[config.mk]
export PLATFORM = sky130hd
export DESIGN_NAME = piecewise_linear_lut_generation
export DESIGN_NICKNAME = d
export VERILOG_FILES = /design/src/plgl_pkg.sv /design/src/plgl_arith.sv /design/src/piecewise_linear_lut_generation.sv
export SDC_FILE = /design/constraint.sdc
export NUM_CORES = 2
export LEC_CHECK = 0
export BUFFER_PORTS_ARGS = -buffer_cell sky130_fd_sc_hd__buf_4
export CORE_MARGIN = 4
export CORE_UTILIZATION = 50
export CTS_CLUSTER_DIAMETER = 200
export DETAILED_ROUTE_END_ITERATION = 10
export GPL_TIMING_DRIVEN = 1
export PLACE_DENSITY = 0.66
export SLEW_MARGIN = 40
export SYNTH_ARGS = -nofsm -noshare
export SYNTH_HDL_FRONTEND = slang
export SYNTH_SLANG_ARGS = --single-unit
export TNS_END_PERCENT = 50
[constraint.sdc]
create_clock -name clk_i -period 15.68 [get_ports clk_i]
set_input_delay 1.568 -clock clk_i [delete_from_list [all_inputs] [get_ports clk_i]]
set_output_delay 1.568 -clock clk_i [all_outputs]
set_load 0.02 [all_outputs]
[src/plgl_pkg.sv]
// Shared types and constants for the piecewise-linear LUT generator.
// No dependencies; imported by every module of the block.
`default_nettype none
package plgl_pkg;

  localparam int MaxPoints  = 16;
  localparam int PtAw       = $clog2(MaxPoints);
  localparam int QuoBits    = 20;
  localparam logic [16:0] OneQ16       = 17'd65536;
  localparam logic [16:0] DefaultSize  = 17'd256;
  localparam logic [16:0] MinSize      = 17'd16;

  typedef enum logic [1:0] {
    OP_RESTART = 2'd0,
    OP_ADD     = 2'd1,
    OP_EVAL    = 2'd2,
    OP_NONE    = 2'd3
  } opcode_e;

  typedef enum logic [1:0] {
    STAT_OK    = 2'd0,
    STAT_FEW   = 2'd1,
    STAT_RANGE = 2'd2
  } status_e;

  typedef struct packed {
    logic [16:0] m;
    logic [16:0] r;
  } point_t;

  typedef struct packed {
    logic [16:0]        ma;
    logic [16:0]        ra;
    logic [16:0]        dm;
    logic signed [17:0] dr;
  } line_t;

  typedef enum logic [3:0] {
    ST_IDLE, ST_INS, ST_INS_W, ST_E1, ST_E2, ST_E3, ST_E4, ST_SCAN, ST_ARITH, ST_RES
  } state_e;

  typedef enum logic [2:0] {
    AR_IDLE, AR_MAD, AR_DEN, AR_MUL, AR_PREP, AR_CHK, AR_DIV, AR_FIN
  } ar_state_e;

endpackage
`default_nettype wire

[src/plgl_arith.sv]
// Line evaluation unit: ra + round((tn - ma*den)*dr / (den*dm)), clamped to 0..1.0.
// Bit-serial multiply and restoring divide; depends on plgl_pkg.
`default_nettype none
module plgl_arith import plgl_pkg::*; (
  input  wire logic        clk_i,
  input  wire logic        rst_ni,
  input  wire logic        start_i,
  input  wire line_t       line_i,
  input  wire logic [31:0] tn_i,
  input  wire logic [15:0] den_i,
  output logic             done_o,
  output logic [16:0]      value_o
);

  ar_state_e   state_q, state_d;
  line_t       line_q;
  logic [31:0] tn_q;
  logic [15:0] den_q;
  logic [32:0] mad_q, dd_q;
  logic [33:0] pmag_q;
  logic [16:0] drm_q;
  logic        neg_q, nneg_q;
  logic [50:0] acc_q;
  logic [52:0] num_q;
  logic [33:0] rem_q;
  logic [19:0] numlo_q;
  logic [20:0] q_q;
  logic [4:0]  cnt_q;

  logic [34:0] p, pn;
  logic [17:0] drn;
  logic [52:0] twon, dext;
  logic [35:0] trial;
  logic [21:0] mag;
  logic [22:0] sum;

  always_comb begin
    p     = 35'(tn_q) - 35'(mad_q);
    pn    = -p;
    drn   = -line_q.dr;
    twon  = {1'b0, acc_q, 1'b0};
    dext  = 53'(dd_q);
    trial = {1'b0, rem_q, numlo_q[19]} - {2'b0, dd_q, 1'b0};
    mag   = 22'(q_q) + 22'(nneg_q && (rem_q != '0));
    sum   = 23'(line_q.ra) + (nneg_q ? -23'(mag) : 23'(mag));
    if (sum[22]) begin
      value_o = '0;
    end else if (sum > 23'(OneQ16)) begin
      value_o = OneQ16;
    end else begin
      value_o = sum[16:0];
    end
    done_o  = (state_q == AR_FIN);
    state_d = state_q;
    case (state_q)
      AR_IDLE: if (start_i) state_d = AR_MAD;
      AR_MAD:  state_d = AR_DEN;
      AR_DEN:  state_d = AR_MUL;
      AR_MUL:  if (cnt_q == '0) state_d = AR_PREP;
      AR_PREP: state_d = AR_CHK;
      AR_CHK:  state_d = ({1'b0, num_q} >= {dd_q, 1'b0, 20'b0}) ? AR_FIN : AR_DIV;
      AR_DIV:  if (cnt_q == '0) state_d = AR_FIN;
      AR_FIN:  state_d = AR_IDLE;
      default: state_d = AR_IDLE;
    endcase
  end

  always_ff @(posedge clk_i or negedge rst_ni) begin
    if (!rst_ni) begin
      state_q <= AR_IDLE;
    end else begin
      state_q <= state_d;
    end
  end

  always_ff @(posedge clk_i) begin
    case (state_q)
      AR_IDLE: begin
        line_q <= line_i;
        tn_q   <= tn_i;
        den_q  <= den_i;
      end
      AR_MAD: mad_q <= 33'(line_q.ma) * 33'(den_q);
      AR_DEN: begin
        dd_q   <= 33'(den_q) * 33'(line_q.dm);
        pmag_q <= p[34] ? pn[33:0] : p[33:0];
        drm_q  <= line_q.dr[17] ? drn[16:0] : line_q.dr[16:0];
        neg_q  <= p[34] ^ line_q.dr[17];
        acc_q  <= '0;
        cnt_q  <= 5'd16;
      end
      AR_MUL: begin
        acc_q <= {acc_q[49:0], 1'b0} + (drm_q[16] ? 51'(pmag_q) : 51'd0);
        drm_q <= {drm_q[15:0], 1'b0};
        cnt_q <= cnt_q - 5'd1;
      end
      AR_PREP: begin
        if (!neg_q) begin
          num_q  <= twon + dext;
          nneg_q <= 1'b0;
        end else if (twon <= dext) begin
          num_q  <= dext - twon;
          nneg_q <= 1'b0;
        end else begin
          num_q  <= twon - dext;
          nneg_q <= 1'b1;
        end
      end
      AR_CHK: begin
        if ({1'b0, num_q} < {dd_q, 1'b0, 20'b0}) begin
          q_q   <= '0;
          rem_q <= 34'(num_q[52:20]);
        end else begin
          q_q   <= 21'd1 << QuoBits;
          rem_q <= '0;
        end
        numlo_q <= num_q[19:0];
        cnt_q   <= 5'd19;
      end
      AR_DIV: begin
        if (!trial[35]) begin
          rem_q <= trial[33:0];
        end else begin
          rem_q <= {rem_q[32:0], numlo_q[19]};
        end
        q_q     <= {q_q[19:0], ~trial[35]};
        numlo_q <= {numlo_q[18:0], 1'b0};
        cnt_q   <= cnt_q - 5'd1;
      end
      default: ;
    endcase
  end

endmodule
`default_nettype wire

[src/piecewise_linear_lut_generation.sv]
// Top level: point memory, insertion sort, bracket search and result register.
// Depends on plgl_pkg and plgl_arith.
// Load: restart never stalls; an add stalls while the insertion sort shifts larger points up.
// Evaluate: errors skip the arithmetic; an interpolation scans for the bracket (up to 15
// point reads), then plgl_arith: 17-step multiply, then 20-step divide unless saturated.
// One transaction in flight; reset empties the point set and sets 256 entries.
`default_nettype none
module piecewise_linear_lut_generation import plgl_pkg::*; (
  input  wire logic        clk_i,
  input  wire logic        rst_ni,
  input  wire logic        in_valid_i,
  output logic             in_stall_o,
  input  wire logic [1:0]  opcode_i,
  input  wire logic [16:0] measured_value_i,
  input  wire logic [16:0] reference_value_i,
  input  wire logic [15:0] entry_index_i,
  output logic             out_valid_o,
  input  wire logic        out_stall_i,
  output logic [16:0]      lut_value_o,
  output logic [1:0]       status_o,
  input  wire logic        psel_i,
  input  wire logic        penable_i,
  input  wire logic        pwrite_i,
  input  wire logic [0:0]  paddr_i,
  input  wire logic [31:0] pwdata_i,
  output logic [31:0]      prdata_o,
  output logic             pready_o
);

  point_t pt_mem [MaxPoints];
  point_t rd_q;

  state_e      state_q, state_d;
  logic [16:0] entries_q;
  logic [4:0]  cnt_q, cnt_d;
  logic [PtAw-1:0] pos_q, pos_d, idx_q, idx_d;
  point_t      new_q, new_d, pa_q, pa_d, pb_q, pb_d;
  logic [31:0] tn_q, tn_d;
  logic [15:0] den_q, den_d;
  logic        le0_q, le0_d;
  logic [16:0] resv_q, resv_d;
  status_e     ress_q, ress_d;
  logic        out_valid_q, out_valid_d;
  logic [16:0] out_val_q, out_val_d;
  status_e     out_st_q, out_st_d;

  logic            we;
  logic [PtAw-1:0] waddr, raddr;
  point_t          wdata;
  logic [16:0]     size;
  logic [32:0]     prod;
  logic            ar_start, ar_done;
  line_t           ar_line;
  logic [16:0]     ar_value;
  logic            out_free;

  assign pready_o    = 1'b1;
  assign prdata_o    = (paddr_i == 1'b0) ? 32'(entries_q) : '0;
  assign in_stall_o  = (state_q != ST_IDLE);
  assign out_valid_o = out_valid_q;
  assign lut_value_o = out_val_q;
  assign status_o    = out_st_q;

  assign size     = (entries_q < MinSize || entries_q > OneQ16) ? DefaultSize : entries_q;
  assign prod     = 33'(rd_q.m) * 33'(den_q);
  assign out_free = !out_valid_q || !out_stall_i;

  plgl_arith u_arith (
    .clk_i,
    .rst_ni,
    .start_i (ar_start),
    .line_i  (ar_line),
    .tn_i    (tn_q),
    .den_i   (den_q),
    .done_o  (ar_done),
    .value_o (ar_value)
  );

  always_comb begin
    state_d  = state_q;
    cnt_d    = cnt_q;
    pos_d    = pos_q;
    idx_d    = idx_q;
    new_d    = new_q;
    pa_d     = pa_q;
    pb_d     = pb_q;
    tn_d     = tn_q;
    den_d    = den_q;
    le0_d    = le0_q;
    resv_d   = resv_q;
    ress_d   = ress_q;
    we       = 1'b0;
    waddr    = '0;
    wdata    = new_q;
    raddr    = '0;
    ar_start = 1'b0;
    ar_line  = '0;
    out_valid_d = out_valid_q && out_stall_i;
    out_val_d   = out_val_q;
    out_st_d    = out_st_q;

    case (state_q)
      ST_IDLE: begin
        if (in_valid_i) begin
          new_d = '{m: measured_value_i, r: reference_value_i};
          case (opcode_e'(opcode_i))
            OP_RESTART: begin
              we    = 1'b1;
              wdata = '{m: measured_value_i, r: reference_value_i};
              cnt_d = 5'd1;
            end
            OP_ADD: begin
              wdata = '{m: measured_value_i, r: reference_value_i};
              if (cnt_q == 5'd0) begin
                we    = 1'b1;
                cnt_d = 5'd1;
              end else if (cnt_q < 5'(MaxPoints)) begin
                pos_d   = cnt_q[PtAw-1:0];
                raddr   = cnt_q[PtAw-1:0] - PtAw'(1);
                state_d = ST_INS;
              end
            end
            OP_EVAL: begin
              tn_d  = {entry_index_i, 16'b0};
              den_d = 16'(size - 17'd1);
              if (cnt_q < 5'd3) begin
                resv_d  = '0;
                ress_d  = STAT_FEW;
                state_d = ST_RES;
              end else if (17'(entry_index_i) >= size) begin
                resv_d  = '0;
                ress_d  = STAT_RANGE;
                state_d = ST_RES;
              end else begin
                state_d = ST_E1;
              end
            end
            default: ;
          endcase
        end
      end
      ST_INS: begin
        we    = 1'b1;
        waddr = pos_q;
        if (rd_q.m > new_q.m) begin
          wdata = rd_q;
          pos_d = pos_q - PtAw'(1);
          if (pos_q == PtAw'(1)) begin
            state_d = ST_INS_W;
          end else begin
            raddr = pos_q - PtAw'(2);
          end
        end else begin
          cnt_d   = cnt_q + 5'd1;
          state_d = ST_IDLE;
        end
      end
      ST_INS_W: begin
        we      = 1'b1;
        cnt_d   = cnt_q + 5'd1;
        state_d = ST_IDLE;
      end
      ST_E1: begin
        pa_d    = rd_q;
        le0_d   = (33'(tn_q) <= prod);
        raddr   = PtAw'(1);
        state_d = ST_E2;
      end
      ST_E2: begin
        if (le0_q) begin
          if (rd_q.m > pa_q.m) begin
            ar_start = 1'b1;
            ar_line  = '{ma: '0, ra: '0, dm: rd_q.m, dr: {1'b0, rd_q.r}};
            state_d  = ST_ARITH;
          end else begin
            resv_d  = '0;
            ress_d  = STAT_OK;
            state_d = ST_RES;
          end
        end else begin
          raddr   = cnt_q[PtAw-1:0] - PtAw'(1);
          state_d = ST_E3;
        end
      end
      ST_E3: begin
        if (33'(tn_q) >= prod) begin
          pb_d    = rd_q;
          raddr   = cnt_q[PtAw-1:0] - PtAw'(2);
          state_d = ST_E4;
        end else begin
          raddr   = PtAw'(1);
          idx_d   = PtAw'(1);
          state_d = ST_SCAN;
        end
      end
      ST_E4: begin
        if (pb_q.m > rd_q.m) begin
          ar_start = 1'b1;
          ar_line  = '{ma: pb_q.m, ra: pb_q.r, dm: pb_q.m - rd_q.m,
                       dr: {1'b0, pb_q.r} - {1'b0, rd_q.r}};
          state_d  = ST_ARITH;
        end else begin
          resv_d  = OneQ16;
          ress_d  = STAT_OK;
          state_d = ST_RES;
        end
      end
      ST_SCAN: begin
        if (prod >= 33'(tn_q)) begin
          ar_start = 1'b1;
          ar_line  = '{ma: pa_q.m, ra: pa_q.r, dm: rd_q.m - pa_q.m,
                       dr: {1'b0, rd_q.r} - {1'b0, pa_q.r}};
          state_d  = ST_ARITH;
        end else begin
          pa_d  = rd_q;
          idx_d = idx_q + PtAw'(1);
          raddr = idx_q + PtAw'(1);
        end
      end
      ST_ARITH: begin
        if (ar_done) begin
          resv_d  = ar_value;
          ress_d  = STAT_OK;
          state_d = ST_RES;
        end
      end
      ST_RES: begin
        if (out_free) begin
          out_valid_d = 1'b1;
          out_val_d   = resv_q;
          out_st_d    = ress_q;
          state_d     = ST_IDLE;
        end
      end
      default: state_d = ST_IDLE;
    endcase
  end

  always_ff @(posedge clk_i) begin
    if (we) begin
      pt_mem[waddr] <= wdata;
    end
    rd_q <= pt_mem[raddr];
  end

  always_ff @(posedge clk_i or negedge rst_ni) begin
    if (!rst_ni) begin
      state_q     <= ST_IDLE;
      cnt_q       <= '0;
      entries_q   <= DefaultSize;
      out_valid_q <= 1'b0;
    end else begin
      state_q     <= state_d;
      cnt_q       <= cnt_d;
      out_valid_q <= out_valid_d;
      if (psel_i && penable_i && pwrite_i && paddr_i == 1'b0) begin
        entries_q <= pwdata_i[16:0];
      end
    end
  end

  always_ff @(posedge clk_i) begin
    pos_q     <= pos_d;
    idx_q     <= idx_d;
    new_q     <= new_d;
    pa_q      <= pa_d;
    pb_q      <= pb_d;
    tn_q      <= tn_d;
    den_q     <= den_d;
    le0_q     <= le0_d;
    resv_q    <= resv_d;
    ress_q    <= ress_d;
    out_val_q <= out_val_d;
    out_st_q  <= out_st_d;
  end

endmodule
`default_nettype wire

==> flow_metrics.env <==
export IMPL_min_period_ps=11880
export IMPL_synth_top_area_share=0.3743
export IMPL_ant_nets=0
export IMPL_drive_gt1_frac=0.08130
export IMPL_grt_max_degree=102
export IMPL_ys_flop_type="edfxtp_1"
export IMPL_cp_max_fo=43
export IMPL_drtIter0Drc=5472
export IMPL_drc_errors=0
export IMPL_ys_top_cells_by_area="edfxtp_1 (37%), fa_1 (14%), ha_1 (9.4%), nand2_1 (4.3%), inv_1 (4.3%)"
export IMPL_maxCapViolCount=0
export IMPL_synth_area_um2=90580
export IMPL_dp_final_hpwl_um=170100
export IMPL_cts_buffers=131
export IMPL_tightest_slew_ps=892.9
export IMPL_die_w_um=433.6
export IMPL_gr_usage_all_layers=0.2565
export IMPL_post_cts_buffers=0
export IMPL_period_share=0.7575
export IMPL_synth_top_area_cell="edfxtp_1"
export IMPL_fin_setup_tns_ps=0
export IMPL_cp_num_buf_inv=6
export IMPL_nNetsFinal=10060
export IMPL_rows=155
export IMPL_grt_overflow_total=0
export IMPL_clock_path_buffers=3
export IMPL_routedWlPerCell_um=21.65
export IMPL_max_slew_margin_rel=0.4001
export IMPL_die_h_um=433.6
export IMPL_yosys_top_cells_count="edfxtp_1 (1129), nand2_1 (1041), inv_1 (1040), ha_1 (684), fa_1 (634)"
export IMPL_cpPeakStageDelay_ps=930
export IMPL_synth_seq_cells=1193
export IMPL_dr_pass1_iters=7
export IMPL_design_die_area_um2=188000
export IMPL_fin_skew_ps=50.26
export IMPL_io_pin_count=146
export IMPL_clkLatencyLatePin_ps=810
export IMPL_arrival_ps=12540
export IMPL_path_common_cell="fa_1"
export IMPL_clkSinkCount=1193
export IMPL_grt_pass1_vias=65880
export IMPL_critPathRequiredTime_ps=16340
export IMPL_ys_seq_area_frac=0.3901
export IMPL_synth_edf_count=1129
export IMPL_cts_reportedPaths_clkPinSlew_ps=60
export IMPL_root_buffer="clkbuf_16"
export IMPL_htreeDepth=4
export IMPL_max_freq_mhz=84.19
export IMPL_crit_type="flip-flop to flip-flop"
export IMPL_core_area_um2=179200
export IMPL_wl_um=240600
export IMPL_placed_area_um2=94130
export IMPL_hold_violations=0
export IMPL_post_synth_top_count_cell="edfxtp_1"
export IMPL_rsz0062_at_grt="false"
export IMPL_port_buffers=114
export IMPL_end_kind="flip-flop"
export IMPL_stdcell_area_um2=98760
export IMPL_critPathTopFamily="compound AO/OA/AOI/OAI gates"
export IMPL_async_reset_ff_frac=0.02515
export IMPL_vias=64700
export IMPL_start_util=0.5055
export IMPL_avgViaCountPerCell=5.821
export IMPL_finalMaxSlewViolations=0
export IMPL_num_fill_cells=15380
export IMPL_synth_cells=8659
export IMPL_avgSynthCellArea_um2=10.46
export IMPL_setup_viol_count_final=0
export IMPL_cts_resized=0
export IMPL_ctsHoldBuffers=0
export IMPL_synth_cell_types=95
export IMPL_status="complete, no violations"
export IMPL_gp_congestion=0.9509
export IMPL_yosysWarnings=0
export IMPL_syn_to_final_growth_pct=9.038
export IMPL_grt_pass1_wl_um=376100
export IMPL_hold_path_class="flip-flop to flip-flop"
export IMPL_start_kind="flip-flop"
export IMPL_tritoncts="done"
export IMPL_final_util=0.5511
export IMPL_slowest_stage="edfxtp_1"
export IMPL_fin_ws_ps=3802
export IMPL_antenna_found_initial=7
export IMPL_pre_cts_ws_ps=3690
cell type report:
cell class / count / area [um2] / area share
multi-input cells: 6047 / 50110 / 0.5074
flip-flops and latches: 1193 / 35340 / 0.3578
inverters: 1041 / 3913 / 0.03962
clock buffers: 166 / 3510 / 0.03554
well taps: 2355 / 2947 / 0.02984
repair buffers: 239 / 1923 / 0.01947
clock inverters: 72 / 1016 / 0.01029
diodes: 2 / 5.005 / 0.00005068
metrics by stage:
stage | cells | hold slack (ps)
after floorplan | 8673 | 400.3
after global placement | 10860 | 404.6
after detailed placement | 10870 | 404.5
after CTS | 11110 | 418.4
after global routing | 11110 | 427.3
final | 11120 | 417.2
cells by family after synthesis:
family / after synthesis / synth area share
AND/OR/NAND/NOR: 2568 / 0.1349
adder cells (fa/ha/maj): 1318 / 0.2346
XOR/XNOR: 392 / 0.03791
AO/OA/AOI/OAI: 1455 / 0.1061
flip-flops: 1193 / 0.3901
multiplexers: 298 / 0.03525
other: 2 / 0.00008291
buffers and inverters: 1433 / 0.06103
routing by layer:
layer	track usage	vias to the layer above	wire [um]
li1	-	29780	-
met4	0.1021	0	9958
met2	0.4296	2212	115700
met3	0.03140	431	14990
met5	0	-	0
met1	0.3403	32280	100000
registers in the layout (all words and copies together) (netlist names), 34 cells and up:
signal / flops
pt_mem: 544
u_arith.line_q: 69
u_arith.num_q: 53
u_arith.acc_q: 51
new_q: 34
pa_q: 34
pb_q: 34
rd_q: 34
u_arith.pmag_q: 34
u_arith.rem_q: 34
cells in the final DEF (no fill, tap or decap), types with 36 or more instances in the layout:
master / instances
o21a_1: 48
o211ai_1: 55
nor3_1: 128
nor2_1: 404
and3_1: 51
a31oi_1: 46
nor2b_1: 73
fa_1: 634
nand4_1: 89
a21o_1: 138
nand2_1: 1035
nor4_1: 38
nand2b_1: 67
ha_1: 684
o21bai_1: 62
mux2_2: 168
xor2_1: 117
a22oi_1: 88
o21ai_0: 308
inv_1: 1040
o22a_1: 37
nand3_1: 145
a222oi_1: 36
or3_1: 43
buf_4: 220
mux2i_1: 130
edfxtp_1: 1129
a21oi_1: 354
and2_1: 364
clkbuf_16: 131
xnor2_1: 274
final timing paths:
kind / from / to / slack, ps / cells past startpoint
max: den_q[2] / rd_q[19] / 3800 / 38
min: resv_q[4] / lut_value_o[4] / 420 / 0
min in group asynchronous: rst_ni / entries_q[6] / 750 / 1
max in group asynchronous: rst_ni / entries_q[8] / 14550 / 1
min reg2reg: resv_q[4] / lut_value_o[4] / 420 / 0
max reg2reg: den_q[2] / rd_q[19] / 3800 / 38
Power is not shown: default switching activity piles up to over one toggle a cycle in this logic, so the estimate is an artifact.
